$ cat src/rtl/chunked_marker_framer_top_defines.svh
// ---------------------------------------------------------------------------
// Assertion macros for the chunked marker framer
// Shared property forms used by the top level checks.
// ---------------------------------------------------------------------------
`ifndef CHUNKED_MARKER_FRAMER_TOP_DEFINES_SVH
`define CHUNKED_MARKER_FRAMER_TOP_DEFINES_SVH

// Same-cycle implication, disabled during reset.
`define CMF_ASSERT_IMPLIES(label, clock, reset, ante, cons) \
  label: assert property (@(posedge clock) disable iff (reset) (ante) |-> (cons)) \
    else $error("framer check failed");

// Next-cycle implication, disabled during reset.
`define CMF_ASSERT_NEXT(label, clock, reset, ante, cons) \
  label: assert property (@(posedge clock) disable iff (reset) (ante) |=> (cons)) \
    else $error("framer check failed");

`endif

$ cat src/rtl/cmf_pkg.sv
// ---------------------------------------------------------------------------
// cmf_pkg
// Types and constants shared by the chunked marker framer modules.
// ---------------------------------------------------------------------------
package cmf_pkg;

  // Open chunk kinds.
  localparam logic [1:0] KIND_NONE   = 2'd0;
  localparam logic [1:0] KIND_ENDS   = 2'd1;
  localparam logic [1:0] KIND_FIRST  = 2'd2;
  localparam logic [1:0] KIND_MIDDLE = 2'd3;

  // Marker placed before the data byte.
  localparam logic [1:0] PRE_NONE  = 2'd0;
  localparam logic [1:0] PRE_BEG   = 2'd1;
  localparam logic [1:0] PRE_TILDE = 2'd2;

  // Marker placed after the data byte.
  localparam logic [1:0] POST_NONE  = 2'd0;
  localparam logic [1:0] POST_END   = 2'd1;
  localparam logic [1:0] POST_TILDE = 2'd2;

  localparam logic [7:0] TILDE_CHAR = 8'h7E;
  localparam logic [7:0] BEG_MARK [0:4] = '{8'h3C, 8'h42, 8'h45, 8'h47, 8'h3E};
  localparam logic [7:0] END_MARK [0:4] = '{8'h3C, 8'h45, 8'h4E, 8'h44, 8'h3E};

  localparam int Q_DEPTH = 4;
  localparam int Q_AW    = 2;

  // One classified request: the data byte and the markers around it.
  typedef struct packed {
    logic [7:0] data;
    logic [1:0] pre;
    logic [1:0] post;
  } item_t;

  typedef struct packed {
    logic empty;
    logic full;
  } q_status_t;

endpackage

$ cat src/rtl/cmf_front.sv
// ---------------------------------------------------------------------------
// cmf_front
// Accepts message bytes, tracks message position and chunk state, and
// decides which markers surround each byte.
// ---------------------------------------------------------------------------
module cmf_front #(
  parameter int SINGLE_MAX = 54,
  parameter int FIRST_MAX  = 58,
  parameter int MIDDLE_MAX = 62,
  parameter int LAST_MAX   = 58
) (
  input  logic          clk,
  input  logic          rst,
  input  logic          accept,
  input  logic [7:0]    data_byte,
  input  logic [7:0]    message_length,
  output cmf_pkg::item_t item
);
  import cmf_pkg::*;

  localparam logic [8:0] SINGLE_LIM = 9'(SINGLE_MAX);
  localparam logic [8:0] LAST_LIM   = 9'(LAST_MAX);
  localparam logic [5:0] FIRST_CAP  = 6'((FIRST_MAX > 63) ? 63 : FIRST_MAX);
  localparam logic [5:0] MIDDLE_CAP = 6'((MIDDLE_MAX > 63) ? 63 : MIDDLE_MAX);

  logic [7:0] byte_position, byte_position_next;
  logic [5:0] chunk_bytes_left, chunk_bytes_left_next;
  logic [1:0] chunk_kind, chunk_kind_next;

  logic [7:0] len, len_m1, remaining, rem_m1;
  logic [8:0] pos_inc;
  logic [5:0] cnt_open, cnt_dec;
  logic [1:0] kind_open;

  always_comb begin
    len       = (message_length == 8'd0) ? 8'd1 : message_length;
    len_m1    = len - 8'd1;
    remaining = (byte_position < len) ? (len - byte_position) : 8'd1;
    rem_m1    = remaining - 8'd1;
    pos_inc   = {1'b0, byte_position} + 9'd1;

    item.data = data_byte;
    item.pre  = PRE_NONE;
    item.post = POST_NONE;
    kind_open = chunk_kind;
    cnt_open  = chunk_bytes_left;

    if (chunk_kind == KIND_NONE) begin
      if (byte_position == 8'd0) begin
        item.pre = PRE_BEG;
        if ({1'b0, len} <= SINGLE_LIM) begin
          kind_open = KIND_ENDS;
        end else begin
          kind_open = KIND_FIRST;
          cnt_open  = (len_m1 < {2'b00, FIRST_CAP}) ? len_m1[5:0] : FIRST_CAP;
        end
      end else begin
        item.pre = PRE_TILDE;
        if ({1'b0, remaining} <= LAST_LIM) begin
          kind_open = KIND_ENDS;
        end else begin
          kind_open = KIND_MIDDLE;
          cnt_open  = (rem_m1 < {2'b00, MIDDLE_CAP}) ? rem_m1[5:0] : MIDDLE_CAP;
        end
      end
    end

    cnt_dec = (cnt_open != 6'd0) ? (cnt_open - 6'd1) : 6'd0;

    byte_position_next    = pos_inc[7:0];
    chunk_bytes_left_next = cnt_open;
    chunk_kind_next       = kind_open;

    if (pos_inc >= {1'b0, len}) begin
      item.post             = POST_END;
      byte_position_next    = 8'd0;
      chunk_bytes_left_next = 6'd0;
      chunk_kind_next       = KIND_NONE;
    end else if (kind_open == KIND_FIRST || kind_open == KIND_MIDDLE) begin
      chunk_bytes_left_next = cnt_dec;
      if (cnt_dec == 6'd0) begin
        item.post       = POST_TILDE;
        chunk_kind_next = KIND_NONE;
      end
    end
  end

  always_ff @(posedge clk) begin
    if (rst) begin
      byte_position    <= 8'd0;
      chunk_bytes_left <= 6'd0;
      chunk_kind       <= KIND_NONE;
    end else if (accept) begin
      byte_position    <= byte_position_next;
      chunk_bytes_left <= chunk_bytes_left_next;
      chunk_kind       <= chunk_kind_next;
    end
  end

endmodule

$ cat src/rtl/cmf_queue.sv
// ---------------------------------------------------------------------------
// cmf_queue
// Short first-in first-out queue of classified requests between the front
// and the back.
// ---------------------------------------------------------------------------
module cmf_queue (
  input  logic               clk,
  input  logic               rst,
  input  logic               push,
  input  cmf_pkg::item_t     push_item,
  input  logic               pop,
  output cmf_pkg::item_t     head,
  output cmf_pkg::q_status_t status
);
  import cmf_pkg::*;

  item_t             slots [Q_DEPTH];
  logic [Q_AW-1:0]   wr_ptr;
  logic [Q_AW-1:0]   rd_ptr;
  logic [Q_AW:0]     count;

  assign head         = slots[rd_ptr];
  assign status.empty = (count == (Q_AW + 1)'(0));
  assign status.full  = (count == (Q_AW + 1)'(Q_DEPTH));

  always_ff @(posedge clk) begin
    if (push) begin
      slots[wr_ptr] <= push_item;
    end
  end

  always_ff @(posedge clk) begin
    if (rst) begin
      wr_ptr <= '0;
      rd_ptr <= '0;
      count  <= '0;
    end else begin
      if (push) begin
        wr_ptr <= wr_ptr + Q_AW'(1);
      end
      if (pop) begin
        rd_ptr <= rd_ptr + Q_AW'(1);
      end
      if (push && !pop) begin
        count <= count + (Q_AW + 1)'(1);
      end else if (pop && !push) begin
        count <= count - (Q_AW + 1)'(1);
      end
    end
  end

endmodule

$ cat src/rtl/cmf_back.sv
// ---------------------------------------------------------------------------
// cmf_back
// Expands each classified request into its framed bytes, one per cycle while
// frame_stall does not hold the output, through a registered output stage.
// ---------------------------------------------------------------------------
module cmf_back (
  input  logic               clk,
  input  logic               rst,
  input  cmf_pkg::item_t     head,
  input  cmf_pkg::q_status_t q_status,
  output logic               pop,
  output logic               frame_valid,
  input  logic               frame_stall,
  output logic [7:0]         out_byte,
  output logic               run_last,
  output logic               message_done
);
  import cmf_pkg::*;

  // Step 0 to 4 covers an opening marker, step 5 the data byte, and
  // step 6 to 10 a closing marker.
  localparam logic [3:0] STEP_TILDE_PRE = 4'd4;
  localparam logic [3:0] STEP_DATA      = 4'd5;
  localparam logic [3:0] STEP_POST      = 4'd6;
  localparam logic [3:0] STEP_END_LAST  = 4'd10;

  item_t      cur;
  logic       cur_valid;
  logic [3:0] step;

  logic [7:0] cur_byte;
  logic [3:0] last_step, first_step;
  logic [3:0] post_idx;
  logic       advance, at_last;

  always_comb begin
    post_idx = step - STEP_POST;
    if (step < STEP_DATA) begin
      cur_byte = (cur.pre == PRE_BEG) ? BEG_MARK[step[2:0]] : TILDE_CHAR;
    end else if (step == STEP_DATA) begin
      cur_byte = cur.data;
    end else begin
      cur_byte = (cur.post == POST_END) ? END_MARK[post_idx[2:0]] : TILDE_CHAR;
    end

    unique case (cur.post)
      POST_NONE:  last_step = STEP_DATA;
      POST_TILDE: last_step = STEP_POST;
      default:    last_step = STEP_END_LAST;
    endcase

    unique case (head.pre)
      PRE_NONE:  first_step = STEP_DATA;
      PRE_TILDE: first_step = STEP_TILDE_PRE;
      default:   first_step = 4'd0;
    endcase
  end

  assign advance = cur_valid && (!frame_valid || !frame_stall);
  assign at_last = (step == last_step);
  assign pop     = (!cur_valid || (advance && at_last)) && !q_status.empty;

  always_ff @(posedge clk) begin
    if (rst) begin
      cur_valid <= 1'b0;
      step      <= 4'd0;
    end else if (pop) begin
      cur_valid <= 1'b1;
      step      <= first_step;
    end else if (advance && at_last) begin
      cur_valid <= 1'b0;
    end else if (advance) begin
      step <= step + 4'd1;
    end
  end

  always_ff @(posedge clk) begin
    if (pop) begin
      cur <= head;
    end
  end

  always_ff @(posedge clk) begin
    if (rst) begin
      frame_valid <= 1'b0;
    end else if (advance) begin
      frame_valid <= 1'b1;
    end else if (!frame_stall) begin
      frame_valid <= 1'b0;
    end
  end

  always_ff @(posedge clk) begin
    if (advance) begin
      out_byte     <= cur_byte;
      run_last     <= at_last;
      message_done <= at_last && (cur.post == POST_END);
    end
  end

endmodule

$ cat src/rtl/chunked_marker_framer_top.sv
// ---------------------------------------------------------------------------
// chunked_marker_framer_top
// Frames message bytes with <BEG>, ~ and <END> markers for a link that
// sends 64-byte chunks.
// ---------------------------------------------------------------------------
// Channel   Valid        Stall        Payload
// message   msg_valid    msg_stall    data_byte, message_length
// frame     frame_valid  frame_stall  out_byte, run_last, message_done
//
// A message byte is classified as it is accepted and queued, and the queue
// takes a request every cycle while it has room.
// The output sequencer sends one framed byte per cycle while frame_stall is low,
// so a request yields 1 to 11 bytes: the data byte plus one per marker byte around it.
// Synchronous reset clears chunk state, the queue pointers and the output valid flags.
// A frame stall holds the output register; the queue fills, then msg_stall rises.
`include "chunked_marker_framer_top_defines.svh"

module chunked_marker_framer_top #(
  parameter int SINGLE_MAX = 54,
  parameter int FIRST_MAX  = 58,
  parameter int MIDDLE_MAX = 62,
  parameter int LAST_MAX   = 58
) (
  input  logic       clk,
  input  logic       rst,
  input  logic       msg_valid,
  output logic       msg_stall,
  input  logic [7:0] data_byte,
  input  logic [7:0] message_length,
  output logic       frame_valid,
  input  logic       frame_stall,
  output logic [7:0] out_byte,
  output logic       run_last,
  output logic       message_done
);
  import cmf_pkg::*;

  item_t     front_item;
  item_t     head;
  q_status_t q_status;
  logic      accept;
  logic      pop;

  assign msg_stall = q_status.full;
  assign accept    = msg_valid && !q_status.full;

  cmf_front #(
    .SINGLE_MAX (SINGLE_MAX),
    .FIRST_MAX  (FIRST_MAX),
    .MIDDLE_MAX (MIDDLE_MAX),
    .LAST_MAX   (LAST_MAX)
  ) u_front (
    .clk            (clk),
    .rst            (rst),
    .accept         (accept),
    .data_byte      (data_byte),
    .message_length (message_length),
    .item           (front_item)
  );

  cmf_queue u_queue (
    .clk       (clk),
    .rst       (rst),
    .push      (accept),
    .push_item (front_item),
    .pop       (pop),
    .head      (head),
    .status    (q_status)
  );

  cmf_back u_back (
    .clk          (clk),
    .rst          (rst),
    .head         (head),
    .q_status     (q_status),
    .pop          (pop),
    .frame_valid  (frame_valid),
    .frame_stall  (frame_stall),
    .out_byte     (out_byte),
    .run_last     (run_last),
    .message_done (message_done)
  );

  `CMF_ASSERT_IMPLIES(a_done_is_last, clk, rst, frame_valid && message_done, run_last)
  `CMF_ASSERT_IMPLIES(a_done_on_gt, clk, rst, frame_valid && message_done, out_byte == END_MARK[4])
  `CMF_ASSERT_IMPLIES(a_queue_sane, clk, rst, q_status.full, !q_status.empty && !pop || !q_status.empty)
  `CMF_ASSERT_NEXT(a_pop_fills, clk, rst, pop, !q_status.full)

endmodule
$ cat config.mk
export PLATFORM = sky130hd
export DESIGN_NAME = chunked_marker_framer_top
export DESIGN_NICKNAME = d
export VERILOG_FILES = /design/src/rtl/cmf_pkg.sv /design/src/rtl/cmf_front.sv /design/src/rtl/cmf_queue.sv /design/src/rtl/cmf_back.sv /design/src/rtl/chunked_marker_framer_top.sv
export VERILOG_INCLUDE_DIRS = /design/src /design/src/rtl
export SDC_FILE = /design/constraint.sdc
export NUM_CORES = 1
export LEC_CHECK = 0
export ABC_AREA = 1
export BUFFER_PORTS_ARGS = -buffer_cell sky130_fd_sc_hd__buf_4
export CORE_UTILIZATION = 50
export DETAILED_ROUTE_END_ITERATION = 8
export GPL_ROUTABILITY_DRIVEN = 0
export GPL_TIMING_DRIVEN = 0
export PLACE_DENSITY = 0.66
export SLEW_MARGIN = 25
export SYNTH_ARGS = -nofsm -noshare
export SYNTH_HDL_FRONTEND = slang
export SYNTH_SLANG_ARGS = --single-unit
$ cat constraint.sdc
create_clock -name clk -period 6.6 [get_ports clk]
set_clock_uncertainty 0.2 [all_clocks]
set_input_delay 0.99 -clock clk [delete_from_list [all_inputs] [get_ports clk]]
set_output_delay 0.99 -clock clk [all_outputs]
set_load 0.02 [all_outputs]
==> impl_metrics.env <==
export IMPL_number_of_cells_upsized_or_downsized_after_cts=0
export IMPL_place_hpwl_um=9970
export IMPL_chipHeight_um=112
export IMPL_crit_path_start_kind="primary input"
export IMPL_core_area_um2=11700
export IMPL_period_utilization_post_route_pct=83.3
export IMPL_fp_dieArea_um2=12600
export IMPL_power_combinational_fraction_pct=39.2
export IMPL_power_leakage_nw=2.94
export IMPL_critical_path_reg2reg_startpoint="u_front.byte_position[0]$_SDFFE_PP0P_"
export IMPL_worstMarginPinSlew_ps=813
export IMPL_violations="design-rule violations"
export IMPL_tritoncts="built"
export IMPL_swShare_pct=39.7
export IMPL_ir_drop_uv=183
export IMPL_globalRouteOverflowTotal=0
export IMPL_worstHoldStart="u_queue.rd_ptr[1]$_SDFFE_PP0P_"
export IMPL_clock_tree_root_cell="clkbuf_16"
export IMPL_synth_cell_area_um2=6090
export IMPL_clk_pin_slew_worst_paths_ps=70
export IMPL_postSynthNetCount=799
export IMPL_areaGrowthSynthToFinish_pct=11.9
export IMPL_ys_types=43
export IMPL_start_util_pct=52.2
export IMPL_path_max_fanout=7
export IMPL_io_buffers=31
export IMPL_wire_length_of_the_first_global_routing_pass_um=22000
export IMPL_clock_sink_count=101
export IMPL_final_core_util_pct=58.4
export IMPL_tritoncts_num_buffers=9
export IMPL_final_layout_size_suffix_gt1_share_pct=11.8
export IMPL_cpMaxStageDelayCell="a21oi_4"
export IMPL_netlist_top_cells_area="edfxtp_1 35%, dfxtp_1 10%, nand2_1 9.5%"
export IMPL_cts_post_setup_buffers_inserted=0
export IMPL_cp_class="primary input to flip-flop"
export IMPL_route_vias_total=5060
export IMPL_drt_pre_antenna_iters=7
export IMPL_design_final_nets=841
export IMPL_switching_power_mw=0.962
export IMPL_cell_type_with_the_highest_occurrence_count_on_the_critical_path="nand2_1"
export IMPL_rsz0062_at_grt="no"
export IMPL_design_power_total_mw=2.42
export IMPL_regToRegEndpoint="u_queue.slots[0][1]$_DFFE_PP_"
export IMPL_synth_top_area_share_pct=34.5
export IMPL_timing_max_cap_violations=0
export IMPL_placement_rows=39
export IMPL_top_level_ports=32
export IMPL_seq_power_share_pct=38.6
export IMPL_critical_path_at_ps=5460
export IMPL_first_global_vias=4672
export IMPL_hold_buf_cts=0
export IMPL_synth_largest_area_cell="edfxtp_1"
export IMPL_pre_cts_ws_ps=802
export IMPL_timing_final_max_slew_violations=0
export IMPL_final_min_clock_period_ps=5500
export IMPL_global_route_usage_total_pct=21.9
export IMPL_power_internal_mw=1.46
export IMPL_reg2reg_slack_ps=2080
export IMPL_antenna_left=0
export IMPL_timing_hold_worst_class="flip-flop to flip-flop"
export IMPL_final_critical_path_setup_slack_ps=1100
export IMPL_synth_seq_cells=101
export IMPL_netlist_instances=740
export IMPL_holdPathEnd="u_queue.rd_ptr[1]$_SDFFE_PP0P_"
export IMPL_antennaDiodeCount=0
export IMPL_worst_hold_path_num_cells=2
export IMPL_max_stage_delay_ps=260
export IMPL_grt_antenna_before_repair=0
export IMPL_post_synth_edffs=70
export IMPL_cp_end_kind="flip-flop"
export IMPL_floorplan_die_width_um=112
export IMPL_ctsLongestPathBuffers=2
export IMPL_drt_wl_total_um=13200
export IMPL_post_synthesis_sequential_area_ratio_pct=44.7
export IMPL_status="finished with violations"
export IMPL_syn_mean_instance_area_um2=8.22
export IMPL_first_iter_violations=356
export IMPL_worstPathRequired_ps=6560
export IMPL_vias_per_cell=5.45
export IMPL_setup_total_negative_slack_ps=0
export IMPL_htree_levels=3
export IMPL_drt_drc_violations_left=4
export IMPL_synth_warning_count=0
export IMPL_fin_hold_viols=0
export IMPL_synth_flop_cell="edfxtp_1"
export IMPL_worstRegToRegCells=25
export IMPL_clk_latency_ps=340
export IMPL_setup_viol_count_final=0
export IMPL_grt_start_max_net_pins=20
export IMPL_achievable_frequency_mhz=182
export IMPL_detail_route_wl_per_cell_um=14.3
export IMPL_clk_pwr_share_pct=22.2
export IMPL_power_density_nw_per_um2=355
export IMPL_asyncSetResetFlopFracSynth_pct=0
export IMPL_timing_max_slew_rel_slack_pct=45.8
## worst max-delay path by stage
stage / from / endpoint / slack (ps) / depth (start not counted)
floorplan: message_length[3] / u_queue.slots[0][1]$_DFFE_PP_ / 1690 / 35
global placement: message_length[3] / u_queue.slots[2][1]$_DFFE_PP_ / 880 / 36
detailed placement: message_length[2] / u_queue.slots[2][1]$_DFFE_PP_ / 800 / 34
CTS: message_length[2] / u_queue.slots[2][1]$_DFFE_PP_ / 1170 / 36
global route: message_length[2] / u_queue.slots[1][1]$_DFFE_PP_ / 620 / 36
finish: message_length[2] / u_queue.slots[0][1]$_DFFE_PP_ / 1100 / 34
## per-stage QoR
step | hold WS, ps | std cells | instance area [µm²]
6_report | 270 | 929 | 6810
3_3_place_gp | 254 | 914 | 6500
5_1_grt | 309 | 929 | 6810
2_1_floorplan | 236 | 740 | 6090
3_5_place_dp | 256 | 914 | 6510
4_1_cts | 269 | 929 | 6810
## cells in the final DEF (no fill, tap or decap), types with 2 or more instances in the layout
| master | count |
|---|---|
| xor2_1 | 7 |
| inv_6 | 2 |
| clkbuf_1 | 13 |
| inv_1 | 99 |
| nand4_1 | 10 |
| inv_8 | 2 |
| clkinv_1 | 2 |
| nand3b_1 | 8 |
| a31oi_1 | 5 |
| o211ai_1 | 3 |
| buf_4 | 31 |
| nand2_4 | 4 |
| dfxtp_1 | 31 |
| nor2_2 | 12 |
| nor2_4 | 3 |
| o21ai_1 | 3 |
| a21o_1 | 2 |
| o22ai_1 | 12 |
| nand2_2 | 10 |
| nor2_1 | 76 |
| edfxtp_1 | 70 |
| nand2_1 | 154 |
| o21ai_0 | 55 |
| ha_1 | 37 |
| nand3_1 | 46 |
| clkbuf_16 | 9 |
| a21oi_1 | 42 |
| nor3_1 | 7 |
| o31ai_1 | 2 |
| a21oi_2 | 4 |
| nand3_2 | 5 |
| a32oi_1 | 2 |
| fa_1 | 2 |
## layer usage
layer,GRT usage (%),up-vias,wire (µm)
met5,0,-,0
li1,-,2555,-
met3,3.73,17,705
met4,6.58,0,193
met1,30.3,2350,6360
met2,35.4,138,5980
## synthesized netlist by cell type, types with 2 or more instances
| library cell | n |
|---|---|
| nand2_1 | 154 |
| inv_1 | 99 |
| nor2_1 | 81 |
| edfxtp_1 | 70 |
| o21ai_0 | 55 |
| nand3_1 | 46 |
| a21oi_1 | 42 |
| ha_1 | 37 |
| dfxtp_1 | 31 |
| clkbuf_1 | 13 |
| o22ai_1 | 12 |
| nand2_2 | 10 |
| nand4_1 | 10 |
| nand3b_1 | 8 |
| nor2_2 | 7 |
| nor3_1 | 7 |
| xor2_1 | 7 |
| a31oi_1 | 5 |
| nand3_2 | 5 |
| a21oi_2 | 4 |
| nand2_4 | 4 |
| nor2_4 | 3 |
| o211ai_1 | 3 |
| o21ai_1 | 3 |
| a21o_1 | 2 |
| a32oi_1 | 2 |
| clkinv_1 | 2 |
| fa_1 | 2 |
| o31ai_1 | 2 |
## state kept, by name (all words and copies together) (netlist names), named ones only
signal                    count
u_queue.rd_ptr                2
u_front.chunk_bytes_left      6
u_back.frame_valid            1
u_back.cur_valid              1
u_queue.wr_ptr                2
u_back.out_byte               8
u_back.run_last               1
u_front.chunk_kind            2
u_back.step                   4
u_back.cur                   12
u_queue.slots                48
u_queue.count                 3
u_back.message_done           1
u_front.byte_position         8
## cells by family (layout without fill, tap and decap cells)
logic type / count (synthesis) / count (layout) / share of synthesized area (%)
AO/OA/AOI/OAI: 133 / 133 / 12.2
buffers and inverters: 116 / 162 / 7.15
adder cells (fa/ha/maj): 39 / 39 / 8.26
XOR/XNOR: 8 / 8 / 1.15
AND/OR/NAND/NOR: 343 / 343 / 26.5
flip-flops: 101 / 101 / 44.7
## power by group through the flow
stage	sequential, mW	clock, mW	combinational (mW)
after floorplan	0.945	0	0.673
after global placement	0.943	0	0.902
after detailed placement	0.947	0	0.937
after CTS	0.935	0.545	0.943
after global routing	0.951	0.568	1.07
final	0.935	0.538	0.948
## critical path: cells and delay by family
family / cells / cell delay (ps)
compound gates: 1 / 260
fa+ha+maj: 4 / 860
buf+inv: 5 / 490
simple gates: 24 / 2850
## cell type report
cell class,instances,area (µm²)
Clock inverter,6,77.6
Fill cell,1035,4850
Clock buffer,9,225
Sequential cell,101,2720
Inverter,102,383
Timing Repair Buffer,31,233
Multi-Input combinational cell,523,2940
Buffer,14,52.6
Tap cell,143,179
Note: power is estimated with default switching activity, not from simulation.
